$ cat src/hw/rtl/mcbg_pkg.sv
package mcbg_pkg;

    localparam int CHANNELS = 4;
    localparam int MAX_CH   = 4;

    localparam int CH_W     = 2;
    localparam int CH_CNT_W = 3;
    localparam int CNT_W    = 32;
    localparam int TK_W     = 16;
    localparam int DVD_W    = CNT_W + 1;
    localparam int CFG_IDX_W = $clog2(2 * MAX_CH);

    // Bit 0 of a register index selects the on-time or the cycle length of a channel.
    localparam logic CFG_SEL_ON    = 1'b0;
    localparam logic CFG_SEL_CYCLE = 1'b1;

    localparam logic [MAX_CH-1:0][TK_W-1:0] ON_RESET    = {16'd1, 16'd2, 16'd0, 16'd0};
    localparam logic [MAX_CH-1:0][TK_W-1:0] CYCLE_RESET = {16'd11, 16'd4, 16'd1, 16'd1};
    localparam logic [CNT_W-1:0] LIMIT_CH2_RESET = 32'h0000_FFFF;
    localparam logic [MAX_CH-1:0][CNT_W-1:0] LIMIT_RESET =
        {32'd0, LIMIT_CH2_RESET, 32'd0, 32'd0};

    typedef enum logic [1:0] {
        FUNC_TICK  = 2'd0,
        FUNC_START = 2'd1,
        FUNC_STOP  = 2'd2
    } func_t;

    typedef struct packed {
        func_t             func;
        logic [CH_W-1:0]   channel;
        logic [CNT_W-1:0]  run_ticks;
    } cmd_word_t;

    typedef struct packed {
        logic [MAX_CH-1:0] on_events;
        logic [MAX_CH-1:0] off_events;
        logic [MAX_CH-1:0] running_mask;
        logic              bad_channel;
    } evt_word_t;

    typedef struct packed {
        logic              start;
        logic [DVD_W-1:0]  dividend;
        logic [TK_W-1:0]   divisor;
    } mod_req_t;

    typedef struct packed {
        logic              busy;
        logic              done;
        logic [TK_W-1:0]   rem;
    } mod_rsp_t;

endpackage

$ cat src/hw/rtl/mcbg_cfg_regs.sv
module mcbg_cfg_regs (
    input  logic                                              clk,
    input  logic                                              rst_n,
    input  logic                                              cfg_we,
    input  logic [mcbg_pkg::CFG_IDX_W-1:0]                    cfg_index,
    input  logic [mcbg_pkg::TK_W-1:0]                         cfg_wdata,
    output logic [mcbg_pkg::MAX_CH-1:0][mcbg_pkg::TK_W-1:0]   on_ticks,
    output logic [mcbg_pkg::MAX_CH-1:0][mcbg_pkg::TK_W-1:0]   cycle_ticks
);
    import mcbg_pkg::*;

    logic [MAX_CH-1:0][TK_W-1:0] on_reg;
    logic [MAX_CH-1:0][TK_W-1:0] on_next;
    logic [MAX_CH-1:0][TK_W-1:0] cycle_reg;
    logic [MAX_CH-1:0][TK_W-1:0] cycle_next;
    logic [CH_W-1:0]             wr_ch;

    assign wr_ch = cfg_index[CFG_IDX_W-1:1];

    always_comb
    begin
        on_next    = on_reg;
        cycle_next = cycle_reg;
        if (cfg_we)
        begin
            if (cfg_index[0] == CFG_SEL_ON)
            begin
                on_next[wr_ch] = cfg_wdata;
            end
            else
            begin
                cycle_next[wr_ch] = cfg_wdata;
            end
        end
    end

    always_ff @(posedge clk or negedge rst_n)
    begin
        if (!rst_n)
        begin
            on_reg    <= ON_RESET;
            cycle_reg <= CYCLE_RESET;
        end
        else
        begin
            on_reg    <= on_next;
            cycle_reg <= cycle_next;
        end
    end

    assign on_ticks    = on_reg;
    assign cycle_ticks = cycle_reg;

endmodule

$ cat src/hw/rtl/mcbg_mod_unit.sv
module mcbg_mod_unit (
    input  logic               clk,
    input  logic               rst_n,
    input  mcbg_pkg::mod_req_t req,
    output mcbg_pkg::mod_rsp_t rsp
);
    import mcbg_pkg::*;

    localparam int STEP_W = $clog2(DVD_W + 1);

    logic [TK_W-1:0]   rem_reg;
    logic [TK_W-1:0]   rem_next;
    logic [DVD_W-1:0]  dvd_reg;
    logic [DVD_W-1:0]  dvd_next;
    logic [TK_W-1:0]   div_reg;
    logic [TK_W-1:0]   div_next;
    logic [STEP_W-1:0] step_reg;
    logic [STEP_W-1:0] step_next;
    logic              busy_reg;
    logic              busy_next;
    logic              done_reg;
    logic              done_next;
    logic [TK_W:0]     trial;
    logic [TK_W:0]     diff;

    // Restoring remainder: one dividend bit enters the partial remainder per cycle.
    assign trial = {rem_reg, dvd_reg[DVD_W-1]};
    assign diff  = trial - {1'b0, div_reg};

    always_comb
    begin
        rem_next  = rem_reg;
        dvd_next  = dvd_reg;
        div_next  = div_reg;
        step_next = step_reg;
        busy_next = busy_reg;
        done_next = 1'b0;
        if (req.start)
        begin
            rem_next  = '0;
            dvd_next  = req.dividend;
            div_next  = req.divisor;
            step_next = STEP_W'(DVD_W);
            busy_next = 1'b1;
        end
        else if (busy_reg)
        begin
            if (trial >= {1'b0, div_reg})
            begin
                rem_next = diff[TK_W-1:0];
            end
            else
            begin
                rem_next = trial[TK_W-1:0];
            end
            dvd_next  = dvd_reg << 1;
            step_next = step_reg - STEP_W'(1);
            if (step_reg == STEP_W'(1))
            begin
                busy_next = 1'b0;
                done_next = 1'b1;
            end
        end
    end

    always_ff @(posedge clk or negedge rst_n)
    begin
        if (!rst_n)
        begin
            step_reg <= '0;
            busy_reg <= 1'b0;
            done_reg <= 1'b0;
        end
        else
        begin
            step_reg <= step_next;
            busy_reg <= busy_next;
            done_reg <= done_next;
        end
    end

    always_ff @(posedge clk)
    begin
        rem_reg <= rem_next;
        dvd_reg <= dvd_next;
        div_reg <= div_next;
    end

    assign rsp.busy = busy_reg;
    assign rsp.done = done_reg;
    assign rsp.rem  = rem_reg;

endmodule

$ cat src/hw/rtl/multi_channel_blink_generator_unit.sv
// Channel  | Handshake                 | Word
// ---------+---------------------------+-------------------------------------
// command  | cmd_valid / cmd_stall     | cmd_data  (func, channel, run_ticks)
// event    | evt_valid / evt_stall     | evt_data  (on, off, running, bad)
// config   | cfg_we                    | cfg_index, cfg_wdata
//
// A start, stop or unused command passes through ST_DONE into the event output register.
// A tick walks every channel in ST_SCAN and, for each running channel, waits in ST_WAIT;
// there the shared remainder unit retires one dividend bit per cycle.
// A new command is accepted once the previous event word sits in the output register.
// Reset zeroes run flags, counts, phases, loads limit and cfg defaults; no clearing pass.
// A stalled event word holds; the command side waits whenever the FSM is not in ST_IDLE.
module multi_channel_blink_generator_unit (
    input  logic                              clk,
    input  logic                              rst_n,
    input  logic                              cmd_valid,
    output logic                              cmd_stall,
    input  mcbg_pkg::cmd_word_t               cmd_data,
    output logic                              evt_valid,
    input  logic                              evt_stall,
    output mcbg_pkg::evt_word_t               evt_data,
    input  logic                              cfg_we,
    input  logic [mcbg_pkg::CFG_IDX_W-1:0]    cfg_index,
    input  logic [mcbg_pkg::TK_W-1:0]         cfg_wdata
);
    import mcbg_pkg::*;

    typedef enum logic [3:0] {
        ST_IDLE = 4'b0001,
        ST_SCAN = 4'b0010,
        ST_WAIT = 4'b0100,
        ST_DONE = 4'b1000
    } state_t;

    state_t                       state_reg;
    state_t                       state_next;
    logic [CH_CNT_W-1:0]          ch_reg;
    logic [CH_CNT_W-1:0]          ch_next;
    logic [MAX_CH-1:0]            running_reg;
    logic [MAX_CH-1:0]            running_next;
    logic [MAX_CH-1:0][CNT_W-1:0] count_reg;
    logic [MAX_CH-1:0][CNT_W-1:0] count_next;
    logic [MAX_CH-1:0][TK_W-1:0]  phase_reg;
    logic [MAX_CH-1:0][TK_W-1:0]  phase_next;
    logic [MAX_CH-1:0][CNT_W-1:0] limit_reg;
    logic [MAX_CH-1:0][CNT_W-1:0] limit_next;
    logic [MAX_CH-1:0]            on_ev_reg;
    logic [MAX_CH-1:0]            on_ev_next;
    logic [MAX_CH-1:0]            off_ev_reg;
    logic [MAX_CH-1:0]            off_ev_next;
    logic                         bad_reg;
    logic                         bad_next;
    logic                         evt_valid_reg;
    logic                         evt_valid_next;
    evt_word_t                    evt_data_reg;
    evt_word_t                    evt_data_next;
    logic [MAX_CH-1:0]            mask;

    logic [MAX_CH-1:0][TK_W-1:0]  on_ticks;
    logic [MAX_CH-1:0][TK_W-1:0]  cycle_ticks;
    mod_req_t                     mod_req;
    mod_rsp_t                     mod_rsp;

    logic [CH_W-1:0]              cur;
    logic [CNT_W-1:0]             new_count;
    logic                         cmd_bad;

    mcbg_cfg_regs u_cfg (
        .clk         (clk),
        .rst_n       (rst_n),
        .cfg_we      (cfg_we),
        .cfg_index   (cfg_index),
        .cfg_wdata   (cfg_wdata),
        .on_ticks    (on_ticks),
        .cycle_ticks (cycle_ticks)
    );

    mcbg_mod_unit u_mod (
        .clk   (clk),
        .rst_n (rst_n),
        .req   (mod_req),
        .rsp   (mod_rsp)
    );

    assign cur       = ch_reg[CH_W-1:0];
    assign new_count = count_reg[cur] + CNT_W'(1);
    assign cmd_bad   = CH_CNT_W'(cmd_data.channel) >= CH_CNT_W'(CHANNELS);

    always_comb
    begin
        mask = '0;
        for (int c = 0; c < CHANNELS; c++)
        begin
            mask[c] = running_reg[c];
        end
    end

    always_comb
    begin
        state_next     = state_reg;
        ch_next        = ch_reg;
        running_next   = running_reg;
        count_next     = count_reg;
        phase_next     = phase_reg;
        limit_next     = limit_reg;
        on_ev_next     = on_ev_reg;
        off_ev_next    = off_ev_reg;
        bad_next       = bad_reg;
        evt_valid_next = evt_valid_reg;
        evt_data_next  = evt_data_reg;
        mod_req.start    = 1'b0;
        // The phase after this tick is (new_count + 1) mod cycle, the sum kept in 33 bits.
        mod_req.dividend = {1'b0, new_count} + DVD_W'(1);
        mod_req.divisor  = (cycle_ticks[cur] == '0) ? TK_W'(1) : cycle_ticks[cur];

        if (evt_valid_reg && !evt_stall)
        begin
            evt_valid_next = 1'b0;
        end

        case (state_reg)
            ST_IDLE:
            begin
                if (cmd_valid)
                begin
                    on_ev_next  = '0;
                    off_ev_next = '0;
                    bad_next    = 1'b0;
                    state_next  = ST_DONE;
                    case (cmd_data.func)
                        FUNC_TICK:
                        begin
                            ch_next    = '0;
                            state_next = ST_SCAN;
                        end
                        FUNC_START:
                        begin
                            if (cmd_bad)
                            begin
                                bad_next = 1'b1;
                            end
                            else
                            begin
                                limit_next[cmd_data.channel]   = cmd_data.run_ticks;
                                running_next[cmd_data.channel] = 1'b1;
                            end
                        end
                        FUNC_STOP:
                        begin
                            if (cmd_bad)
                            begin
                                bad_next = 1'b1;
                            end
                            else
                            begin
                                running_next[cmd_data.channel] = 1'b0;
                            end
                        end
                        default:
                        begin
                            bad_next = 1'b0;
                        end
                    endcase
                end
            end
            ST_SCAN:
            begin
                if (ch_reg == CH_CNT_W'(CHANNELS))
                begin
                    state_next = ST_DONE;
                end
                else if (running_reg[cur])
                begin
                    count_next[cur] = new_count;
                    if (new_count >= limit_reg[cur])
                    begin
                        running_next[cur] = 1'b0;
                    end
                    on_ev_next[cur]  = (phase_reg[cur] == '0);
                    off_ev_next[cur] = (phase_reg[cur] == on_ticks[cur]);
                    mod_req.start    = 1'b1;
                    state_next       = ST_WAIT;
                end
                else
                begin
                    ch_next = ch_reg + CH_CNT_W'(1);
                end
            end
            ST_WAIT:
            begin
                if (mod_rsp.done)
                begin
                    phase_next[cur] = mod_rsp.rem;
                    ch_next         = ch_reg + CH_CNT_W'(1);
                    state_next      = ST_SCAN;
                end
            end
            ST_DONE:
            begin
                if (!evt_valid_reg || !evt_stall)
                begin
                    evt_valid_next             = 1'b1;
                    evt_data_next.on_events    = on_ev_reg;
                    evt_data_next.off_events   = off_ev_reg;
                    evt_data_next.running_mask = mask;
                    evt_data_next.bad_channel  = bad_reg;
                    state_next                 = ST_IDLE;
                end
            end
            default:
            begin
                state_next = ST_IDLE;
            end
        endcase
    end

    always_ff @(posedge clk or negedge rst_n)
    begin
        if (!rst_n)
        begin
            state_reg     <= ST_IDLE;
            ch_reg        <= '0;
            running_reg   <= '0;
            count_reg     <= '0;
            phase_reg     <= '0;
            limit_reg     <= LIMIT_RESET;
            evt_valid_reg <= 1'b0;
        end
        else
        begin
            state_reg     <= state_next;
            ch_reg        <= ch_next;
            running_reg   <= running_next;
            count_reg     <= count_next;
            phase_reg     <= phase_next;
            limit_reg     <= limit_next;
            evt_valid_reg <= evt_valid_next;
        end
    end

    always_ff @(posedge clk)
    begin
        on_ev_reg    <= on_ev_next;
        off_ev_reg   <= off_ev_next;
        bad_reg      <= bad_next;
        evt_data_reg <= evt_data_next;
    end

    assign cmd_stall = (state_reg != ST_IDLE);
    assign evt_valid = evt_valid_reg;
    assign evt_data  = evt_data_reg;

`ifndef SYNTHESIS
    a_mod_start_in_scan: assert property (@(posedge clk) disable iff (!rst_n)
        mod_req.start |-> state_reg == ST_SCAN)
        else $error("remainder unit started outside the channel scan");

    a_evt_from_done: assert property (@(posedge clk) disable iff (!rst_n)
        $rose(evt_valid) |-> $past(state_reg == ST_DONE))
        else $error("event word appeared without a finished command");

    a_scan_bound: assert property (@(posedge clk) disable iff (!rst_n)
        ch_reg <= CH_CNT_W'(CHANNELS))
        else $error("channel scan ran past the last channel");

    a_wait_has_unit: assert property (@(posedge clk) disable iff (!rst_n)
        state_reg == ST_WAIT |-> mod_rsp.busy || mod_rsp.done)
        else $error("waiting on an idle remainder unit");
`endif

endmodule
$ cat config.mk
export PLATFORM = sky130hd
export DESIGN_NAME = multi_channel_blink_generator_unit
export DESIGN_NICKNAME = d
export VERILOG_FILES = /design/src/hw/rtl/mcbg_pkg.sv /design/src/hw/rtl/mcbg_cfg_regs.sv /design/src/hw/rtl/mcbg_mod_unit.sv /design/src/hw/rtl/multi_channel_blink_generator_unit.sv
export SDC_FILE = /design/constraint.sdc
export NUM_CORES = 1
export LEC_CHECK = 0
export ABC_CLOCK_PERIOD_IN_PS = 10500
export BUFFER_PORTS_ARGS = -buffer_cell sky130_fd_sc_hd__buf_2
export CAP_MARGIN = 10
export CORE_UTILIZATION = 65
export CTS_CLUSTER_DIAMETER = 150
export DETAILED_ROUTE_END_ITERATION = 10
export GPL_TIMING_DRIVEN = 0
export PLACE_DENSITY = 0.83
export SYNTH_ARGS = -nofsm -noshare
export SYNTH_HDL_FRONTEND = slang
export SYNTH_SLANG_ARGS = --single-unit
$ cat constraint.sdc
create_clock -name clk -period 10.5 [get_ports clk]
set_input_delay 1.05 -clock clk [delete_from_list [all_inputs] [get_ports clk]]
set_output_delay 1.05 -clock clk [all_outputs]
set_load 0.02 [all_outputs]
**Yosys cells after proc, flatten, opt, wreduce, memory -nomap -nowiden**

Index checks and enable logic that the tools add are counted.

- Add/sub/neg operators: 5
- Order comparisons: 8
- Equal/unequal tests: 20
- Multiplexer cells: 74
- Bitwise gates (word level): 7
- Reduce and logical (&&, ||, !) cells: 23

Operator list:

| cell | count |
|---|---|
| 128-bit bitwise mux | 2 |
| 64-bit bitwise mux | 3 |
| 32-bit binary-select mux with 2-bit select | 2 |
| 32-bit demux with 2-bit select | 2 |
| 32-bit two-way mux | 4 |
| 16-bit binary-select mux with 2-bit select | 3 |
| 16-bit two-way mux | 6 |
| 33-bit two-way mux | 2 |
| 16-bit demux with 2-bit select | 2 |
| 4-bit two-way mux | 15 |
| 32-bit by 1-bit adder with 33-bit output (second input constant) | 1 |
| 32-bit by 1-bit adder with 32-bit output (second input constant) | 1 |
| 32-bit greater-or-equal comparator | 1 |
| 16-bit zero test | 2 |
| 4-bit one-hot mux with 2 select lines | 4 |
| 17-bit by 16-bit greater-or-equal comparator with 1-bit output | 1 |
| 16-bit == test | 1 |
| 4-bit one-hot mux with 4 select lines | 1 |
| 16-bit subtractor | 1 |
| 1-bit two-way mux | 15 |
| 3-bit two-way mux | 5 |
| 6-bit two-way mux | 2 |
| 2-bit inequality test (second input constant) | 6 |
| 6-bit AND reduction | 2 |
| 33 further kinds | 53 |

- Register bits: 553
- Bits of input ports: 60
- Output and inout port bits: 15
- Word-level logic and storage cells: 172

**Longest topological paths before layout**

Gate-level depths: netlist of run 1.

- Depth after elaboration: 10
- Gate-level depth with buffers: 21
- Gate-level depth less buffers: 17

**By module**

A second synthesis of run 1 with hierarchy kept.

- Cells, all modules: 2043
- Area total of the unflattened synthesis: 26934.6 um2

Modules (own cells, without submodules):

| module | instances | cells an instance | area an instance (um2) | sequential area each (um2) |
|---|---|---|---|---|
| multi_channel_blink_generator_unit | 1 | 1422 | 18062.3 | 8929.8 |
| mcbg_cfg_regs | 1 | 279 | 4924.7 | 3213.1 |
| mcbg_mod_unit | 1 | 342 | 3947.5 | 1991.9 |

**Worst setup path after synthesis of run 1**

OpenSTA, ideal clock, no wires.

- Kind: reg-to-reg
- From: register ch_reg[0]
- To: register u_mod.dvd_reg[0] (enable)
- Library setup time: 388 ps
- Data arrival time: 4827 ps
- Slack: 5285 ps
- Cell stages (with the launch flop): 17
- Buffers on the path: 9
- Period minus slack after synthesis: 5215 ps
- Cells stage by stage: dfrtp_1 > buf_4 > buf_12 > buf_6 > buf_2 > buf_2 > clkbuf_1 > buf_2 > inv_1 > ha_1 > clkbuf_1 > nand2_1 > nand3_1 > inv_1 > buf_1 > nor2_1 > inv_1

RTL lines:

| what | RTL line | text |
|---|---|---|
| start, declared | multi_channel_blink_generator_unit.sv:37 | `logic [CH_CNT_W-1:0] ch_reg;` |
| start signal, assigned | multi_channel_blink_generator_unit.sv:232 | `ch_reg <= ch_next;` |
| end signal, assigned | mcbg_mod_unit.sv:85 | `dvd_reg <= dvd_next;` |
| end, declared | mcbg_mod_unit.sv:13 | `logic [DVD_W-1:0] dvd_reg;` |

**Worst setup path in the final report of run 1**

- From: register ch_reg[1]
- To: register count_reg[37] (netlist name)

- Cells in the longest elaborated chain, start to end: 5

Ends and longest elaborated chain:

| what | RTL line | text |
|---|---|---|
| parallel branches: the longest is 5 deep, another holds 32-bit by 1-bit adder with 32-bit output | -- |  |
| end signal, assigned | multi_channel_blink_generator_unit.sv:234 | `count_reg <= count_next;` |
| end, declared | multi_channel_blink_generator_unit.sv:41 | `logic [MAX_CH-1:0][CNT_W-1:0] count_reg;` |

Several ways; the timed one is not identified. The select of a mux whose other input is x is not followed.
A chain may end at the register's enable or synchronous reset.

==> results of run 1 <==
-- worst max-delay path, delay by kind of cell (launching register included) --
family | cells | cell delay [ps]
AO/OA/AOI/OAI | 1 | 110
adder cells (fa/ha/maj) | 1 | 230
buffers and inverters | 12 | 5190
flip-flops | 1 | 460
AND/OR/NAND/NOR | 4 | 1280
-- worst max path at each step --
| stage | startpoint | to | slack [ps] | depth (start not counted) |
|---|---|---|---|---|
| detailed placement | ch_reg[1] | u_mod.dvd_reg[16] | 2930 | 16 |
| CTS | ch_reg[1] | u_mod.dvd_reg[15] | 2830 | 16 |
| global placement | rst_n | limit_reg[110] | -390 | 1 |
| floorplan | ch_reg[0] | u_mod.dvd_reg[0] | 5290 | 16 |
| finish | ch_reg[1] | count_reg[37] | 3030 | 18 |
| global route | ch_reg[1] | count_reg[37] | 2710 | 18 |
-- area by class of cell --
type                    instances  share of cell area (%)
multi-input cells            1371                    39.7
plain buffers                 109                    1.63
well taps                     532                    2.23
clock inverters                22                   0.759
repair buffers                 76                    1.74
inverters                      99                    1.24
flip-flops and latches        553                    47.4
clock buffers                  80                    5.29
diodes                          4                  0.0335
-- per-layer routing --
layer	vias up	GRT usage, %	part of all wire (%)
met1	9271	45.7	42
met3	143	7.62	8.8
met2	788	49.5	47
li1	7981	-	-
met4	6	11.0	2.5
met5	-	0	0.052
-- report_power, final --
group          internal (mW)  switching, mW  leakage (nW)  total, mW
combinational          0.966           1.03          5.35       2.00
sequential              2.75          0.312          6.88       3.07
clock                   1.14          0.829         0.891       1.97
-- cells by family after synthesis --
family,Yosys count
muxes,454
AOI/OAI and AO/OA,305
DFF,553
and+or+nand+nor,465
xor gates and xnor gates,89
adders and majority gates,57
buffers and inverters,208
other,1
-- metrics by stage --
step	utilization, %	std cells	hold WS [ps]
after floorplan	-	2132	426
after global placement	68.4	2733	438
after detailed placement	68.7	2739	433
after CTS	73.2	2841	379
after global routing	73.3	2845	414
final	73.3	2846	382
-- placed cells by master, fill, tap and decap left out, types with 11 or more instances in the layout --
cell type and n:
dfrtp_1 443, mux2_2 321, nand2_1 237, o21ai_0 195
mux4_2 113, clkbuf_1 98, inv_1 92, buf_2 80
edfxtp_1 69, xnor2_1 62, ha_1 56, clkbuf_16 55
nor2_1 53, a21oi_1 38, nand3_1 30, nand4_1 29
xor2_1 27, dfstp_2 25, a21o_1 22, mux2i_1 20
nor3_1 16, dfxtp_1 16, nor4_1 12, nand2b_1 11
clkbuf_8 11
==> impl_results.md, run 1 <==
* Post-CTS sizing at 0
* Sequential cell area at 0.0141 mm²
* Nets at 2381
* Final period util at 71.2%
* Slowest CP cell: clkbuf_1
* Crit-path cells: buf_2, buf_2, buf_2, buf_1, clkbuf_1, clkbuf_1, buf_1, inv_1, ha_1, clkbuf_1, nand2_1, nand3_1, inv_1, buf_1, nand2_1, clkbuf_1, nand2_1, o21ai_0
* Total design power at 7.03 mW
* XOR/XNOR share of the synthesized area at 2.90%
* Chip width at 205 µm
* Vias per inst at 6.39
* Num rows at 74
* Pre-CTS setup slack at 2930 ps
* Routed WL at 65.4 mm
* Most frequent CP cell: clkbuf_1
* Syn Area/Cell at 12.6 µm²
* CTS tree: yes
* RSZ-0062 raised after global routing: false
* Slew HR at 18.9%
* Most area-consuming cells after synthesis: dfrtp_1, mux2_2, mux4_2
* Input/output buffers at 69
* Worst R2R End: count_reg[37]
* Placer Congestion at 0.916
* Reg clk slew, reported paths at 60 ps
* Clock Sinks at 553
* Die H at 205 µm
* Hold Crit Class: in -> async
* Max cap viols at 0
* Flop2flop setup slack at 3030 ps
* Root Buffer: clkbuf_16
* Req. time, crit path at 10950 ps
* I/O pin count at 75
* Total Routing Usage GR at 32.3%
* DP Area at 0.0280 mm²
* Count leader, synth: dfrtp_1
* Fin crit period at 7470 ps
* Synth area leader: dfrtp_1
* Iteration-0 DRC Markers at 1342
* Reg2reg start: ch_reg[1]
* Slew @ Worst Pin at 1210 ps
* Final Hold Fails at 0
* Largest family of logic cells by synthesized area: multiplexers
* Setup bufs post-CTS at 0
* Commonest cells post-synth: dfrtp_1, mux2_2, nand2_1, o21ai_0, mux4_2
* Post-cts hold buffer count at 0
* DP Wirelength at 45.5 mm
* Routed vias at 18189
* Layout cells sized above 1 at 28.7%
* Post-Synthesis Cells at 2132
* Ys async rst share at 84.6%
* Worst skew pair latency at 620 ps
* DR pass1 iterations at 6
* First-pass GRT wire length at 103 mm
* Initial antenna violation count at 7
* CP Data Arrival Time at 7930 ps
* Status: complete, no violations
* Critical-path maximum fanout at 10
* Yosys warns at 0
* Initial Utilization at 65.9%
* Kind of critical path: reg -> reg
* Peak supply drop at 0.203 mV
* Largest net degree at the start of global routing at 132
* FF-to-FF path depth at 18
* Syn Std Cell Area at 0.0268 mm²
* Clk buf depth at 3
* Crit. End Element: register
* Die area at 0.0421 mm²
* Post-synthesis adder-cell area fraction at 2.68%
* H-tree Lvls at 2
* Total CTS buffers at 54
* Final Setup Violations at 0
* Final instance area at 0.0299 mm²
* Yosys reg bits at 553
* Multiplexer share of the synthesized area at 23.7%
* Mapped Nets at 2249
* Simple-gate share of the synthesized area at 8.42%
* Max-slew violations at 0
* Clk_skew at 13.4 ps
* Post-synthesis sequential area ratio at 52.7%
* Gr ovfl total at 0
* F_max at 134 MHz
* EDFF count, synth at 69
* Largest stage delay, worst path at 640 ps
* Routed Antenna Nets at 0
* Final WS setup at 3030 ps
* Startpoint Class: register
* PD cells at 236 mW/mm²
* Fillers at 2563
* Wire length per cell at 23.0 µm
* Setup TNS at 0 ps
* Pleak at 13.1 nW
* Ys flop type: dfrtp_1
* Synth Area in Compound Gates at 6.43%
* Synth unique cells at 74
* Area Overhead vs Synth at 11.2%
* # DRC at 0
* Vias in the first global route at 18464
* Core Footprint at 0.0407 mm²
* Top cell type's share of synthesized area at 41.3%
* Multi-input logic area at 0.0119 mm²
No activity file was read; power rests on OpenSTA's default activity.
==> inputs of run 2 (changes only) <==
--- a/config.mk
+++ b/config.mk
@@ -5,14 +5,14 @@
 export SDC_FILE = /design/constraint.sdc
 export NUM_CORES = 1
 export LEC_CHECK = 0
-export ABC_CLOCK_PERIOD_IN_PS = 10500
+export ABC_CLOCK_PERIOD_IN_PS = 6200
 export BUFFER_PORTS_ARGS = -buffer_cell sky130_fd_sc_hd__buf_2
 export CAP_MARGIN = 10
-export CORE_UTILIZATION = 65
+export CORE_UTILIZATION = 57
 export CTS_CLUSTER_DIAMETER = 150
 export DETAILED_ROUTE_END_ITERATION = 10
 export GPL_TIMING_DRIVEN = 0
-export PLACE_DENSITY = 0.83
+export PLACE_DENSITY = 0.77
 export SYNTH_ARGS = -nofsm -noshare
 export SYNTH_HDL_FRONTEND = slang
 export SYNTH_SLANG_ARGS = --single-unit
==> constraint.sdc (replaced) <==
create_clock -name clk -period 6.2 [get_ports clk]
set_input_delay 0.62 -clock clk [delete_from_list [all_inputs] [get_ports clk]]
set_output_delay 0.62 -clock clk [all_outputs]
set_load 0.02 [all_outputs]
==> run 2 against run 1 <==
Compared with the run above:
- largest power group unchanged
- register-to-register slack worse by 2800 ps
- power is 73% higher
- highest routed layer unchanged
- clock skew is 1.7 ps higher
- setup slack worse by 2800 ps
- sequential share of layout area is 0.41 points lower
- routed wire length is 0.78% higher
- cell count is 2.6% higher
- via count is 0.64% lower
- sequential cell count stayed put
==> impl_results.md, run 2 (synthesized netlist as in run 1, its figures left out) <==
* Status: complete, no violations
* Setup bufs post-CTS at 0
* I/O pin count at 75
* Total design power at 12.2 mW
* Sequential cell area at 0.0141 mm²
* CTS tree: yes
* Final period util at 95.6%
* Total Routing Usage GR at 28.3%
* Reg2reg start: ch_reg[1]
* CP Data Arrival Time at 6470 ps
* Slew HR at 23.6%
* Clock Sinks at 553
* Reg clk slew, reported paths at 60 ps
* Total CTS buffers at 55
* Critical-path maximum fanout at 19
* DR pass1 iterations at 6
* Num rows at 79
* Req. time, crit path at 6740 ps
* Most frequent cells in the layout: dfrtp_1, mux2_2, nand2_1, o21ai_0, mux4_2
* DP Wirelength at 45.6 mm
* Pre-CTS setup slack at -1740 ps
* Nets at 2379
* Hold Crit Class: in -> reg
* Layout cells sized above 1 at 29.1%
* Input/output buffers at 69
* Startpoint Class: register
* # DRC at 0
* Die area at 0.0480 mm²
* Final Hold Fails at 0
* Vias per inst at 6.19
* Vias in the first global route at 18573
* Peak supply drop at 0.301 mV
* Commonest non-fill, non-tap cell in the layout: dfrtp_1
* Wire length per cell at 22.6 µm
* Multi-input logic area at 0.0119 mm²
* Fillers at 3341
* Max cap viols at 0
* Flop2flop setup slack at 270 ps
* Iteration-0 DRC Markers at 1416
* Worst hold endpoint: limit_reg[55]
* Pleak at 13.2 nW
* Initial antenna violation count at 5
* Worst hold path startpoint: cmd_data[23]
* RSZ-0062 raised after global routing: false
* Gr ovfl total at 0
* Routed Antenna Nets at 0
* F_max at 169 MHz
* Largest net degree at the start of global routing at 124
* Placer Congestion at 0.924
* Final Setup Violations at 0
* Root Buffer: clkbuf_16
* First-pass GRT wire length at 104 mm
* Worst skew pair latency at 620 ps
* PD cells at 404 mW/mm²
* Chip width at 219 µm
* Max-slew violations at 0
* Initial Utilization at 57.8%
* Routed vias at 18072
* Final WS setup at 271 ps
* Routed WL at 65.9 mm
* Clk_skew at 15.1 ps
* Die H at 219 µm
* Core Footprint at 0.0465 mm²
* Area Overhead vs Synth at 12.2%
* Kind of critical path: reg -> reg
* Crit. End Element: register
* H-tree Lvls at 2
* Hold depth at 2
* Slew @ Worst Pin at 1140 ps
* Fin crit period at 5930 ps
* Final hold slack at 278 ps
* Clk buf depth at 3
* FF-to-FF path depth at 19
-- run 2: power breakdown --
| part | total (mW) | internal [mW] | switching [mW] |
|---|---|---|---|
| clock | 3.60 | 2.15 | 1.45 |
| combinational | 3.37 | 1.62 | 1.75 |
| sequential | 5.19 | 4.66 | 0.527 |
| total | 12.2 | 8.43 | 3.73 |
-- run 2: per-stage QoR --
step / area (µm²) / util, % / cells / setup TNS (ps)
global placement: 27900 / 60.2 / 2808 / -2169340
CTS: 30100 / 64.8 / 2916 / 0
finish: 30100 / 64.8 / 2919 / 0
floorplan: 26800 / - / 2132 / 0
detailed placement: 28100 / 60.5 / 2813 / -181190
global route: 30100 / 64.8 / 2918 / 0
-- run 2: metal layers --
layer,global-route usage [%],share of wire (%),vias to the layer above
li1,-,-,7965
met1,39.9,43,9350
met2,44.5,48,638
met3,6.06,7.7,113
met4,7.73,2.3,6
met5,0,0.042,-
-- run 2: worst max path at each step --
stage / startpoint / end / slack (ps)
finish: ch_reg[1] / register / 270
global route: ch_reg[0] / u_mod.dvd_reg[3] / 90
CTS: ch_reg[1] / count_reg[49] / 140
detailed placement: ch_reg[1] / u_mod.dvd_reg[12] / -1740
global placement: rst_n / limit_reg[110] / -4370
floorplan: ch_reg[0] / u_mod.dvd_reg[0] / 990
-- run 2: final cells by class --
cell class | count | area share (%)
clock inverter | 26 | 1.22
antenna | 3 | 0.0249
timing repair buffer | 75 | 1.67
multi-input combinational | 1371 | 39.4
clock buffer | 78 | 5.34
inverter | 99 | 1.25
timing repair inverter | 1 | 0.0249
sequential | 553 | 46.9
tap | 607 | 2.52
buffer | 106 | 1.61
-- run 2: critical path: stages (launching register included) --
cell	delay (ps)
dfrtp_1	460
buf_2	270
buf_2	380
buf_2	560
mux4_2	350
nand3_1	90
nor2_2	250
nand4_1	220
or4_1	590
nor2_1	180
xnor2_1	360
inv_1	170
ha_1	350
nand4_1	100
nor2_1	60
a2111oi_0	510
o21ai_0	240
o311ai_0	310
o21ai_0	250
nand2_1	140
-- run 2: timing repair --
action	4_1_cts	5_1_grt
hold endpoints to repair	67	0
setup endpoints to repair	247	97
pin swaps	0	0
hold buffers	1	0
cloned	1	0
gates resized for setup	5	4
==> inputs of run 3 (changes only) <==
--- a/config.mk
+++ b/config.mk
@@ -5,14 +5,14 @@
 export SDC_FILE = /design/constraint.sdc
 export NUM_CORES = 1
 export LEC_CHECK = 0
-export ABC_CLOCK_PERIOD_IN_PS = 6200
+export ABC_CLOCK_PERIOD_IN_PS = 5700
 export BUFFER_PORTS_ARGS = -buffer_cell sky130_fd_sc_hd__buf_2
 export CAP_MARGIN = 10
-export CORE_UTILIZATION = 57
+export CORE_UTILIZATION = 63
 export CTS_CLUSTER_DIAMETER = 150
 export DETAILED_ROUTE_END_ITERATION = 10
 export GPL_TIMING_DRIVEN = 0
-export PLACE_DENSITY = 0.77
+export PLACE_DENSITY = 0.8
 export SYNTH_ARGS = -nofsm -noshare
 export SYNTH_HDL_FRONTEND = slang
 export SYNTH_SLANG_ARGS = --single-unit
==> constraint.sdc (replaced) <==
create_clock -name clk -period 5.7 [get_ports clk]
set_input_delay 0.57 -clock clk [delete_from_list [all_inputs] [get_ports clk]]
set_output_delay 0.57 -clock clk [all_outputs]
set_load 0.02 [all_outputs]
==> run 3 against run 2 <==
Compared with the run above:
- clock skew grew 6.0 ps
- design area fell by 0.57%
- global-route usage up 3.3 points
- routed wire length rose by 0.68%
- critical path type unchanged
- non-clock buffer count increased by 3
- cell count decreased by 2.5%
- die area down 9.4%
- fmax rose by 9.9%
==> impl_results.md, run 3 (synthesized netlist as in run 1, its figures left out) <==
* Commonest non-fill, non-tap cell in the layout: dfrtp_1
* Most frequent cells in the layout: dfrtp_1, mux2_2, nand2_1, o21ai_0, mux4_2
* Setup bufs post-CTS at 0
* Total design power at 13.0 mW
* DP Wirelength at 45.8 mm
* Most frequent CP cell: buf_2
* Largest stage delay, worst path at 480 ps
* Initial antenna violation count at 1
* Chip width at 208 µm
* DP Area at 0.0280 mm²
* Kind of critical path: reg -> reg
* Slowest CP cell: dfrtp_1
* Die area at 0.0434 mm²
* First-pass GRT wire length at 106 mm
* Final WS setup at 306 ps
* Comb pwr share at 28.3%
* Vias in the first global route at 18954
* Setup TNS at 0 ps
* Reg clk slew, reported paths at 60 ps
* Clock share of power at 28.2%
* Switch share at 31.1%
* Largest net degree at the start of global routing at 107
* Core Footprint at 0.0419 mm²
* Post-Route Utilization at 71.4%
* Sequential cell area at 0.0141 mm²
* Crit. End Element: register
* Final instance area at 0.0299 mm²
* Startpoint Class: register
* Pre-CTS setup slack at -2000 ps
* Fin crit period at 5390 ps
* Routed WL at 66.3 mm
* Slew HR at 15.0%
* Final Hold Fails at 0
* Hold Crit Class: in -> reg
* Flop2flop setup slack at 310 ps
* Total CTS buffers at 55
* Initial Utilization at 64.0%
* CP Data Arrival Time at 5870 ps
* Vias per inst at 6.44
* I/O pin count at 75
* Num rows at 75
* Max cap viols at 0
* PD cells at 435 mW/mm²
* Clk buf depth at 3
* Nets at 2381
* # DRC at 0
* Antenna diodes at 0
* Wire length per cell at 23.3 µm
* Sw Pwr at 4.05 mW
* Root Buffer: clkbuf_16
* Seq pwr share at 43.5%
* Crit-path cells: buf_2, clkbuf_4, buf_2, buf_2, clkbuf_4, buf_2, inv_1, ha_1, clkbuf_1, nand2_1, nand3_2, inv_1, buf_2, nand2_1, clkbuf_1, nand2_1, o21ai_0
* Internal at 8.97 mW
* Multi-input logic area at 0.0119 mm²
* Final Non-Filler Cells at 2847
* Die H at 208 µm
* Final Setup Violations at 0
* Layout cells sized above 1 at 29.5%
* Status: complete, no violations
* Placer Congestion at 0.936
* Area Overhead vs Synth at 11.5%
* Placed Cells at 2745
* DR pass1 iterations at 6
* CTS tree: yes
* RSZ-0062 raised after global routing: false
* Gr ovfl total at 0
* F_max at 185 MHz
* Worst skew pair latency at 620 ps
* Fillers at 2738
* Req. time, crit path at 6170 ps
* Input/output buffers at 69
* Final period util at 94.6%
* Routed vias at 18323
* H-tree Lvls at 2
* Max-slew violations at 0
* Clk_skew at 21.1 ps
* Routed Antenna Nets at 0
* Final hold slack at 234 ps
* Pleak at 13.2 nW
* Total Routing Usage GR at 31.5%
* Iteration-0 DRC Markers at 1738
* Critical-path maximum fanout at 19
* Peak supply drop at 0.370 mV
* Clock Sinks at 553
* Slew @ Worst Pin at 1270 ps
[run 3: area by class of cell]
| class | instances | area share [%] |
|---|---|---|
| plain buffers | 107 | 1.70 |
| clock buffers | 78 | 5.29 |
| clock inverters | 23 | 0.786 |
| inverters | 99 | 1.25 |
| multi-input cells | 1371 | 39.8 |
| flip-flops and latches | 553 | 47.2 |
| well taps | 539 | 2.25 |
| repair buffers | 77 | 1.73 |
[run 3: metal layers]
metal  part of all wire, %  vias to the layer above  global-route usage (%)
li1                      -                     7959                       -
met1                    42                     9483                    44.7
met2                    48                      767                    49.7
met3                   7.9                      112                    6.90
met4                   2.1                        2                    8.61
met5                 0.026                        -                       0
[run 3: path summary, 6_finish.rpt]
kind,from,to,cells after the start
max in group asynchronous,rst_n,limit_reg[66],4
min in group asynchronous,rst_n,phase_reg[29],2
hold reg to reg,off_ev_reg[3],evt_data[8],0
setup reg to reg,ch_reg[1],count_reg[48],17
setup / recovery,ch_reg[1],count_reg[48],17
hold / removal,cmd_data[11],limit_reg[43],2
[run 3: worst max-delay path, delay by kind of cell (launching register included)]
family | cells | cell delay [ps]
buf+inv | 11 | 3430
flops | 1 | 480
simple gates | 4 | 1000
fa+ha+maj | 1 | 190
compound gates | 1 | 100
[run 3: power groups by stage]
stage,logic [mW],clock network [mW],registers [mW]
final,3.68,3.67,5.66
after global routing,4.00,3.84,5.77
after CTS,3.66,3.69,5.65
after detailed placement,3.59,0,5.70
after global placement,3.43,0,5.61
after floorplan,2.70,0,5.49
[run 3: repair_timing]
action / CTS / global route
setup endpoints to repair: 268 / 101
resized for setup: 11 / 18
pin swaps: 0 / 0
hold buffers: 1 / 0
endpoints found under the hold margin: 65 / 0
